--- src/rtl/tcbl_pkg.sv ---
// types and constants for the thermal capped backlight controller
package tcbl_pkg;

    typedef enum logic [1:0] {
        KIND_USER  = 2'd0,
        KIND_COOL  = 2'd1,
        KIND_TABLE = 2'd2,
        KIND_IDLE  = 2'd3
    } kind_e;

    typedef enum logic {
        REG_LIMIT = 1'b0,
        REG_MODE  = 1'b1
    } reg_idx_e;

    localparam logic [7:0] FULL_SCALE       = 8'd255;
    localparam logic [7:0] HIGH_CAP         = 8'd255;
    localparam logic [7:0] LOW_CAP          = 8'd175;
    localparam int         HIGH_CAP_ENTRIES = 6;
    localparam logic [7:0] LIMIT_RESET      = 8'd255;
    localparam logic       MODE_RESET       = 1'b1;

    typedef struct packed {
        kind_e      kind;
        logic [7:0] level_value;
        logic [3:0] state_value;
    } in_item_t;

    typedef struct packed {
        logic       apply;
        logic [7:0] drive_value;
        logic       power_up;
        logic       power_down;
        logic [7:0] reported_brightness;
        logic       index_error;
    } out_item_t;

    typedef struct packed {
        logic [7:0] applied_level;
        logic [7:0] requested_level;
        logic [3:0] cooling_state;
        logic [7:0] shown_level;
    } ctrl_state_t;

    typedef struct packed {
        logic       en;
        logic [3:0] idx;
        logic [7:0] value;
    } cap_wr_t;

endpackage

--- src/rtl/tcbl_cap_table.sv ---
// cap table: one cap per nonzero cooling state, write port and one read port by state number
module tcbl_cap_table
    import tcbl_pkg::*;
#(
    parameter int TRIP_COUNT = 12
) (
    input  logic       aclk,
    input  logic       aresetn,
    input  cap_wr_t    wr,
    input  logic [3:0] rd_state,
    output logic [7:0] rd_cap
);

    localparam int IDX_W = (TRIP_COUNT > 1) ? $clog2(TRIP_COUNT) : 1;

    logic [7:0]       cap_reg [TRIP_COUNT];
    logic [3:0]       rd_off;
    logic [IDX_W-1:0] rd_idx;

    always_ff @(posedge aclk) begin
        for (int i = 0; i < TRIP_COUNT; i++) begin
            if (!aresetn) begin
                cap_reg[i] <= (i < HIGH_CAP_ENTRIES) ? HIGH_CAP : LOW_CAP;
            end else if (wr.en && wr.idx == 4'(i)) begin
                cap_reg[i] <= wr.value;
            end
        end
    end

    // state s uses entry s-1, state zero has no cap
    assign rd_off = rd_state - 4'd1;
    assign rd_idx = rd_off[IDX_W-1:0];
    assign rd_cap = (rd_state == 4'd0) ? 8'd0 : cap_reg[rd_idx];

endmodule

--- src/rtl/tcbl_update.sv ---
// per-item update: next controller state, table write and result fields
module tcbl_update
    import tcbl_pkg::*;
#(
    parameter int TRIP_COUNT = 12
) (
    input  in_item_t    item,
    input  ctrl_state_t cur,
    input  logic [7:0]  brightness_limit,
    input  logic        drive_mode,
    input  logic [7:0]  rd_cap,
    output logic [3:0]  rd_state,
    output ctrl_state_t nxt,
    output cap_wr_t     cap_wr,
    output out_item_t   result
);

    localparam logic [3:0] TRIP_MAX = 4'(TRIP_COUNT);

    logic [3:0]  clamped_state;
    logic [7:0]  target;
    logic        do_apply;
    logic        drive_en;
    logic [15:0] product;
    logic [16:0] quot_sum;
    logic [7:0]  scaled;

    assign clamped_state = (item.state_value > TRIP_MAX) ? TRIP_MAX : item.state_value;

    // a state change looks up the cap of the new state, a request that of the current one
    assign rd_state = (item.kind == KIND_COOL) ? clamped_state : cur.cooling_state;

    always_comb begin
        nxt      = cur;
        target   = item.level_value;
        do_apply = 1'b0;
        cap_wr   = '0;
        result   = '0;

        case (item.kind)
            KIND_USER: begin
                nxt.shown_level     = item.level_value;
                nxt.requested_level = item.level_value;
                do_apply            = 1'b1;
                if (cur.cooling_state != 4'd0 && item.level_value > rd_cap) begin
                    nxt.shown_level = rd_cap;
                    target          = rd_cap;
                    if (cur.applied_level != 8'd0) begin
                        do_apply = 1'b0;
                    end
                end
            end
            KIND_COOL: begin
                if (cur.cooling_state == 4'd0) begin
                    nxt.requested_level = cur.applied_level;
                end
                if (cur.cooling_state != item.state_value) begin
                    nxt.cooling_state = clamped_state;
                    if (clamped_state == 4'd0) begin
                        target   = nxt.requested_level;
                        do_apply = 1'b1;
                    end else begin
                        target   = rd_cap;
                        do_apply = !(rd_cap > nxt.requested_level);
                    end
                end
            end
            KIND_TABLE: begin
                if (32'(item.state_value) >= 32'(TRIP_COUNT)) begin
                    result.index_error = 1'b1;
                end else begin
                    cap_wr.en    = 1'b1;
                    cap_wr.idx   = item.state_value;
                    cap_wr.value = item.level_value;
                end
            end
            default: begin
            end
        endcase

        // x / 255 == (x + (x >> 8) + 1) >> 8 over the 16-bit product range
        product  = 16'(target) * 16'(brightness_limit);
        quot_sum = 17'(product) + 17'(product[15:8]) + 17'd1;
        scaled   = quot_sum[15:8];

        // a repeat of the applied level is skipped
        drive_en = do_apply && (cur.applied_level != target);
        if (drive_en) begin
            result.apply       = 1'b1;
            result.power_up    = (cur.applied_level == 8'd0);
            result.power_down  = (target == 8'd0);
            result.drive_value = (drive_mode && brightness_limit != FULL_SCALE) ? scaled : target;
            nxt.applied_level  = target;
            nxt.shown_level    = target;
        end
        result.reported_brightness = nxt.shown_level;
    end

endmodule

--- src/rtl/thermal_capped_backlight_ctrl.sv ---
// an accepted item waits in the input register, then moves to the result register that drives m_data
// throughput: one item per cycle while m_ready stays high; a stalled result holds both registers
// the controller state is updated as an item moves from the input to the result register
// reset (aresetn low, synchronous) empties both registers, clears levels and cooling state,
// reloads the default caps and sets brightness_limit to 255 and drive_mode to 1
module thermal_capped_backlight_ctrl
    import tcbl_pkg::*;
#(
    parameter int TRIP_COUNT = 12
) (
    input  logic        aclk,
    input  logic        aresetn,
    input  logic        psel,
    input  logic        penable,
    input  logic        pwrite,
    input  logic [2:0]  paddr,
    input  logic [31:0] pwdata,
    output logic [31:0] prdata,
    output logic        pready,
    input  logic        s_valid,
    output logic        s_ready,
    input  in_item_t    s_data,
    output logic        m_valid,
    input  logic        m_ready,
    output out_item_t   m_data
);

    logic [7:0]  limit_reg;
    logic        mode_reg;
    logic        cfg_wr;
    reg_idx_e    reg_sel;

    logic        in_valid_reg;
    in_item_t    in_data_reg;
    logic        out_valid_reg;
    out_item_t   out_data_reg;
    logic        advance;

    ctrl_state_t state_reg;
    ctrl_state_t state_next;
    out_item_t   result;
    cap_wr_t     cap_wr;
    logic [3:0]  rd_state;
    logic [7:0]  rd_cap;

    assign pready  = 1'b1;
    assign cfg_wr  = psel && penable && pwrite && pready;
    assign reg_sel = reg_idx_e'(paddr[2]);

    always_ff @(posedge aclk) begin
        if (!aresetn) begin
            limit_reg <= LIMIT_RESET;
            mode_reg  <= MODE_RESET;
        end else if (cfg_wr) begin
            unique case (reg_sel)
                REG_LIMIT: limit_reg <= pwdata[7:0];
                REG_MODE:  mode_reg  <= pwdata[0];
                default: begin
                end
            endcase
        end
    end

    always_comb begin
        prdata = '0;
        unique case (reg_sel)
            REG_LIMIT: prdata = {24'd0, limit_reg};
            REG_MODE:  prdata = {31'd0, mode_reg};
            default:   prdata = '0;
        endcase
    end

    // the result register frees up when it is empty or its transfer completes
    assign advance = in_valid_reg && (!out_valid_reg || m_ready);
    assign s_ready = !in_valid_reg || advance;

    always_ff @(posedge aclk) begin
        if (!aresetn) begin
            in_valid_reg <= 1'b0;
        end else if (s_ready) begin
            in_valid_reg <= s_valid;
        end
    end

    always_ff @(posedge aclk) begin
        if (s_valid && s_ready) begin
            in_data_reg <= s_data;
        end
    end

    always_ff @(posedge aclk) begin
        if (!aresetn) begin
            out_valid_reg <= 1'b0;
        end else if (advance) begin
            out_valid_reg <= 1'b1;
        end else if (m_ready) begin
            out_valid_reg <= 1'b0;
        end
    end

    always_ff @(posedge aclk) begin
        if (advance) begin
            out_data_reg <= result;
        end
    end

    always_ff @(posedge aclk) begin
        if (!aresetn) begin
            state_reg <= '0;
        end else if (advance) begin
            state_reg <= state_next;
        end
    end

    tcbl_update #(
        .TRIP_COUNT(TRIP_COUNT)
    ) u_update (
        .item             (in_data_reg),
        .cur              (state_reg),
        .brightness_limit (limit_reg),
        .drive_mode       (mode_reg),
        .rd_cap           (rd_cap),
        .rd_state         (rd_state),
        .nxt              (state_next),
        .cap_wr           (cap_wr),
        .result           (result)
    );

    cap_wr_t cap_wr_gated;
    assign cap_wr_gated = '{en: cap_wr.en && advance, idx: cap_wr.idx, value: cap_wr.value};

    tcbl_cap_table #(
        .TRIP_COUNT(TRIP_COUNT)
    ) u_cap_table (
        .aclk     (aclk),
        .aresetn  (aresetn),
        .wr       (cap_wr_gated),
        .rd_state (rd_state),
        .rd_cap   (rd_cap)
    );

    assign m_valid = out_valid_reg;
    assign m_data  = out_data_reg;

endmodule

--- config.mk ---
export PLATFORM = sky130hd
export DESIGN_NAME = thermal_capped_backlight_ctrl
export DESIGN_NICKNAME = d
export VERILOG_FILES = /design/src/rtl/tcbl_pkg.sv /design/src/rtl/tcbl_cap_table.sv /design/src/rtl/tcbl_update.sv /design/src/rtl/thermal_capped_backlight_ctrl.sv
export SDC_FILE = /design/constraint.sdc
export NUM_CORES = 1
export LEC_CHECK = 0
export BUFFER_PORTS_ARGS = -buffer_cell sky130_fd_sc_hd__buf_2
export CAP_MARGIN = 20
export CORE_MARGIN = 2
export CORE_UTILIZATION = 50
export CTS_CLUSTER_DIAMETER = 100
export CTS_CLUSTER_SIZE = 20
export DETAILED_ROUTE_END_ITERATION = 6
export GPL_TIMING_DRIVEN = 0
export PLACE_DENSITY = 0.69
export RECOVER_POWER = 50
export SYNTH_ARGS = -nofsm -noshare
export SYNTH_HDL_FRONTEND = slang
export SYNTH_HIERARCHICAL = 1
export SYNTH_SLANG_ARGS = --single-unit
--- constraint.sdc ---
create_clock -name aclk -period 19.1 [get_ports aclk]
set_clock_uncertainty 0.1 [all_clocks]
set_input_delay 0 -clock aclk [delete_from_list [all_inputs] [get_ports aclk]]
set_output_delay 0 -clock aclk [all_outputs]
set_load 0.02 [all_outputs]
==> results of run 1 <==
layout by cell type (no fill, tap or decap), drive strengths merged, types with 12 or more instances in the layout:
| master | Yosys | final |
|---|---|---|
| a211oi | 14 | 14 |
| a21oi | 36 | 36 |
| a22o | 12 | 12 |
| and2 | 22 | 22 |
| buf | 56 | 85 |
| clkbuf | 45 | 102 |
| conb | 2 | 25 |
| dfxtp | 39 | 39 |
| dlygate4sd3 | 0 | 35 |
| edfxtp | 130 | 130 |
| fa | 36 | 36 |
| ha | 58 | 58 |
| inv | 71 | 78 |
| mux2i | 73 | 73 |
| mux4 | 12 | 12 |
| nand2 | 143 | 143 |
| nand2b | 33 | 33 |
| nand3 | 19 | 19 |
| nor2 | 45 | 45 |
| nor2b | 58 | 58 |
| nor3 | 15 | 15 |
| o21ai | 55 | 55 |
| or2 | 34 | 34 |
| or3 | 42 | 42 |
| xnor2 | 19 | 19 |
metrics by stage:
| step | hold WS [ns] | instances | worst slack, ns | area [µm²] | power (mW) |
|---|---|---|---|---|---|
| after detailed placement | 0.0781 | 1613 | 5.90 | 13000 | 2.00 |
| final | 0.0474 | 1681 | 5.53 | 13800 | 2.38 |
| after global placement | 0.0769 | 1604 | 5.93 | 12900 | 1.96 |
| after CTS | 0.0263 | 1680 | 5.87 | 13900 | 2.37 |
| after global routing | 0.0461 | 1681 | 4.96 | 13800 | 2.58 |
| after floorplan | -0.00113 | 1221 | 8.73 | 12200 | 1.65 |
path summary, 6_finish.rpt:
kind | slack [ns] | endpoint | from | cells past startpoint
max | 5.53 | m_data[15] | in_data_reg[13] | 43
max reg2reg | 5.53 | m_data[15] | in_data_reg[13] | 43
min reg2reg | 0.36 | state_reg[1] | state_reg[1] | 2
min | 0.05 | state_reg[19] | aresetn | 4
where the power goes:
| group | leakage [nW] | internal (mW) | switching (mW) |
|---|---|---|---|
| clock network | 0.289 | 0.178 | 0.174 |
| logic | 3.47 | 0.634 | 0.968 |
| registers | 1.37 | 0.414 | 0.0105 |
critical path, delay by kind of cell, from the launching register on:
family	cells	cell delay (ns)
XOR/XNOR	1	0.26
AND/OR/NAND/NOR	8	1.31
AO/OA/AOI/OAI	14	4.57
buffers and inverters	11	2.78
flip-flops	1	0.49
adder cells (fa/ha/maj)	9	3.78
layer usage:
| layer | share of wire, % | vias to the layer above | track usage, % |
|---|---|---|---|
| li1 | - | 4489 | - |
| met1 | 45 | 4578 | 36.3 |
| met2 | 45 | 437 | 39.8 |
| met3 | 7.3 | 55 | 3.22 |
| met4 | 2.3 | 0 | 8.89 |
| met5 | 0 | - | 0 |
timing repair:
| action | 4_1_cts | 5_1_grt |
|---|---|---|
| setup endpoints to repair | 0 | 0 |
| setup buffers | 0 | 0 |
| hold buffers | 35 | 0 |
| hold endpoints to repair | 25 | 0 |
final cells by class:
type                            instances  area (µm²)
Tap cell                              324         405
Clock buffer                           17         425
Multi-Input combinational cell        879        6610
Fill cell                            2137       10300
Inverter                               72         270
Sequential cell                       169        4680
Timing Repair Buffer                  104         663
Buffer                                101         594
Clock inverter                         15         186
logic make-up (layout without fill, tap and decap cells):
| logic type | after synthesis | in the layout | share of synthesized area [%] |
|---|---|---|---|
| AOI/OAI and AO/OA | 197 | 197 | 11.6 |
| buffers and inverters | 173 | 309 | 7.41 |
| and+or+nand+nor | 443 | 443 | 19.2 |
| muxes | 92 | 92 | 8.89 |
| DFF | 169 | 169 | 38.6 |
| adders and majority gates | 95 | 95 | 12.0 |
| other | 2 | 25 | 0.0619 |
| xor gates and xnor gates | 27 | 27 | 2.23 |
==> results.sh, run 1 <==
export IMPL_gp_congestion=0.894
export IMPL_layout_drive_gt1_share_pct=12.5
export IMPL_tightest_slew_ns=1.98
export IMPL_drc=0
export IMPL_synth_edff_count=130
export IMPL_synth_area_leaders="edfxtp_1, dfxtp_1, mux2i_1"
export IMPL_syn2layout_area_growth_pct=14.0
export IMPL_syn_area_mm2=0.0121
export IMPL_nets=1494
export IMPL_antenna_found_initial=0
export IMPL_hold_class="input port to flop"
export IMPL_violations="max-capacitance violations, max-slew violations"
export IMPL_fp_row_count=57
export IMPL_critPathArrivalTime_ns=13.65
export IMPL_final_antenna_net_count=0
export IMPL_grt_overflow=0
export IMPL_min_period_ns=13.57
export IMPL_drt_wl_total_mm=32.0
export IMPL_synth_seq_area_share_pct=38.6
export IMPL_drv_cap=2
export IMPL_diodes=0
export IMPL_grt_max_degree=30
export IMPL_boundaryPins=111
export IMPL_die_x_um=160
export IMPL_clk_latency_ns=0.44
export IMPL_htreeDepth=4
export IMPL_initial_core_util_pct=50.4
export IMPL_core_area_mm2=0.0241
export IMPL_setup_viol=0
export IMPL_yosys_cell_count_top_type="nand2_1"
export IMPL_crit_required_ns=19.18
export IMPL_yosysUniqueCellTypes=84
export IMPL_fmax_ghz=0.0737
export IMPL_endpoint_kind="flop"
export IMPL_critPathMaxFanout=10
export IMPL_vias_per_cell=5.69
export IMPL_track_usage_pct=25.3
export IMPL_vdd_drop_max_v=0.000281
export IMPL_status="finished with violations"
export IMPL_report_final_slew_viol_count=40
export IMPL_async_flop_share_pct=0
export IMPL_maxSlewHeadroom_pct=-31.9
export IMPL_first_iter_violations=849
export IMPL_worst_path_largest_cell_delay_ns=0.90
export IMPL_dp_hpwl_mm=23.4
export IMPL_synth_area_leader_cell="edfxtp_1"
export IMPL_die_area_mm2=0.0255
export IMPL_post_cts_resized=0
export IMPL_netlist_area_leader_share_pct=32.2
export IMPL_start_kind="flop"
export IMPL_first_pass_iters=6
export IMPL_hold_viol=0
export IMPL_num_vias=9559
export IMPL_ys_warn_count=6
export IMPL_powerDensity_mw_per_mm2=172
export IMPL_rsz0062_at_grt="no"
export IMPL_path_clk_slew_ns=0.08
export IMPL_synth_top_flop_cell="edfxtp_1"
export IMPL_p_leak_nw=5.13
export IMPL_final_util_pct=57.4
export IMPL_avgSynthCellArea_um2=10.1
export IMPL_grt_pass1_wl_mm=50.3
export IMPL_yosys_register_bits=169
export IMPL_fin_setup_tns_ns=0
export IMPL_die_h_um=160
export IMPL_cts_buffers_inserted=17
export IMPL_routedWlPerCell_um=19.1
export IMPL_min_period_over_period_pct=71.0
export IMPL_grt_pass1_vias=9154
export IMPL_cts_tree="yes"
export IMPL_cts_sinks=169
export IMPL_critPathSlowestCell="a311oi_1"
export IMPL_crit_type="flop to flop"
export IMPL_yosys_top_cells_count="nand2_1, edfxtp_1, mux2i_1"
export IMPL_cts_root_buf="clkbuf_16"
export IMPL_io_buffers=59
export IMPL_crit_top_cell="inv_1"
export IMPL_syn_inst=1198
export IMPL_clock_path_buffers=2
export IMPL_largest_reg_flops=96
Note: power is estimated with default switching activity, not from simulation.
==> run 2, diff against run 1 <==
==> constraint.sdc (replaced) <==
create_clock -name aclk -period 14.16 [get_ports aclk]
set_clock_uncertainty 0.1 [all_clocks]
set_input_delay 0 -clock aclk [delete_from_list [all_inputs] [get_ports aclk]]
set_output_delay 0 -clock aclk [all_outputs]
set_load 0.02 [all_outputs]
==> run 2 against run 1 <==
  * The flow still finishes with violations (max-capacitance violations, max-slew violations)
  * Highest routed layer unchanged
  * Global-route usage unchanged
  * Critical path depth shrank 1
  * Flip-flop and latch count unchanged
  * Sequential share of layout area hardly changed
  * Largest cell class unchanged
  * Largest power group unchanged
  * Clock-buffer cell count stayed put
  * Routed wire length about the same
==> results.sh, run 2 (synthesized netlist as in run 1, its figures left out) <==
export IMPL_initial_core_util_pct=50.4
export IMPL_wl_met3_mm=2.32
export IMPL_endpoint_kind="flop"
export IMPL_setup_viol=0
export IMPL_switching_share_pct=48.5
export IMPL_first_iter_violations=849
export IMPL_drt_wl_total_mm=32.0
export IMPL_clkPwrFrac_pct=14.8
export IMPL_ff_latch_area_mm2=0.00468
export IMPL_crit_top_cell="inv_1"
export IMPL_fp_row_count=57
export IMPL_grt_pass1_wl_mm=50.3
export IMPL_htreeDepth=4
export IMPL_hold_class="input port to flop"
export IMPL_vias_per_cell=5.69
export IMPL_p_total_mw=3.21
export IMPL_first_pass_iters=5
export IMPL_grt_max_degree=30
export IMPL_dr_wl_met2_mm=14.5
export IMPL_cts_root_buf="clkbuf_16"
export IMPL_routedWlPerCell_um=19.1
export IMPL_cts_sinks=169
export IMPL_cts_buffers_inserted=17
export IMPL_path_clk_slew_ns=0.08
export IMPL_die_x_um=160
export IMPL_clk_latency_ns=0.44
export IMPL_tightest_slew_ns=1.98
export IMPL_fin_cells=1681
export IMPL_report_final_slew_viol_count=40
export IMPL_antenna_found_initial=0
export IMPL_r2r_cells=42
export IMPL_dp_hpwl_mm=23.4
export IMPL_p_seq_share_pct=17.8
export IMPL_p_leak_nw=5.13
export IMPL_violations="max-capacitance violations, max-slew violations"
export IMPL_clock_path_buffers=2
export IMPL_drv_cap=2
export IMPL_boundaryPins=111
export IMPL_core_area_mm2=0.0241
export IMPL_largest_reg_flops=96
export IMPL_critPathMaxFanout=10
export IMPL_worst_path_largest_cell_delay_ns=0.88
export IMPL_grt_overflow=0
export IMPL_min_period_ns=13.40
export IMPL_diodes=0
export IMPL_multiInputGateArea_mm2=0.00661
export IMPL_min_path_cells=4
export IMPL_drc=0
export IMPL_grt_pass1_vias=9154
export IMPL_mostFrequentLayoutCells="nand2_1, edfxtp_1, clkbuf_1, mux2i_1, inv_1"
export IMPL_hold_ws_ns=0.0495
export IMPL_final_antenna_net_count=0
export IMPL_die_area_mm2=0.0255
export IMPL_track_usage_pct=25.3
export IMPL_power_switching_mw=1.55
export IMPL_place_inst=1613
export IMPL_fillers=2137
export IMPL_nets=1494
export IMPL_final_common_cell="nand2_1"
export IMPL_post_cts_resized=0
export IMPL_internal_power_mw=1.65
export IMPL_crit_type="flop to flop"
export IMPL_io_buffers=59
export IMPL_crit_required_ns=14.25
export IMPL_rsz0062_at_grt="no"
export IMPL_wl_met1_mm=14.4
export IMPL_critPathTopFamily="compound AO/OA/AOI/OAI gates"
export IMPL_status="finished with violations"
export IMPL_critPathSlowestCell="a311oi_1"
export IMPL_combPwrFrac_pct=67.3
export IMPL_hold_viol=0
export IMPL_num_vias=9563
export IMPL_maxSlewHeadroom_pct=-31.9
export IMPL_path_buf_inv=11
export IMPL_min_period_over_period_pct=94.6
export IMPL_gp_congestion=0.894
export IMPL_maxUsedRoutingLayer="met4"
export IMPL_fin_setup_tns_ns=0
export IMPL_vdd_drop_max_v=0.000379
export IMPL_critPathArrivalTime_ns=13.49
export IMPL_powerDensity_mw_per_mm2=232
export IMPL_fmax_ghz=0.0746
export IMPL_die_h_um=160
export IMPL_post_cts_buffers=0
export IMPL_worst_path_stages=42
export IMPL_cts_tree="yes"
export IMPL_start_kind="flop"
export IMPL_syn2layout_area_growth_pct=14.0
export IMPL_layout_drive_gt1_share_pct=12.6
==> run 2: cell types whose count changed in the layout (fill, tap and decap cells not counted), sizes merged <==
cell / delta
buf: +1
clkbuf: -1
==> run 2: layout make-up <==
type	instances	share of cell area, %
Multi-Input combinational cell	879	47.7
Tap cell	324	2.93
Timing Repair Buffer	104	4.79
Sequential cell	169	33.9
Inverter	72	1.95
Clock inverter	15	1.35
Clock buffer	17	3.07
Buffer	101	4.30
==> run 2: worst paths after layout <==
| path | to | slack (ns) | start |
|---|---|---|---|
| setup reg to reg | m_data[15] | 0.76 | in_data_reg[13] |
| hold / removal | state_reg[19] | 0.05 | aresetn |
| hold reg to reg | state_reg[4] | 0.36 | state_reg[4] |
| setup / recovery | m_data[15] | 0.76 | in_data_reg[13] |
==> run 2: what timing repair did <==
item                                    4_1_cts  5_1_grt
endpoints found under the setup margin        0        0
endpoints found under the hold margin        25        0
hold buffers                                 35        0
==> run 2: stage by stage <==
stage / util (%) / area (µm²) / worst slack, ns
floorplan: - / 12200 / 3.79
global placement: 53.6 / 12900 / 0.989
detailed placement: 53.9 / 13000 / 0.956
CTS: 57.9 / 13900 / 0.935
global route: 57.4 / 13800 / 0.166
finish: 57.4 / 13800 / 0.759
==> run 2: power groups by stage <==
stage                     Combinational (mW)  Clock [mW]  Sequential (mW)
final                                   2.16       0.476            0.572
after global routing                    2.40       0.503            0.574
after CTS                               2.14       0.481            0.571
after detailed placement                2.12           0            0.583
after global placement                  2.07           0            0.583
after floorplan                         1.64           0            0.588
==> run 2: worst min-delay path, cell delays in order <==
cell     delay (ns)
buf_2          0.17
buf_4          0.22
nand2_1        0.08
mux2i_1        0.06
==> run 2: routing by layer <==
metal,GRT usage [%],vias to the layer above
li1,-,4489
met1,36.3,4591
met2,39.8,424
met3,3.22,59
met4,8.89,0
met5,0,-
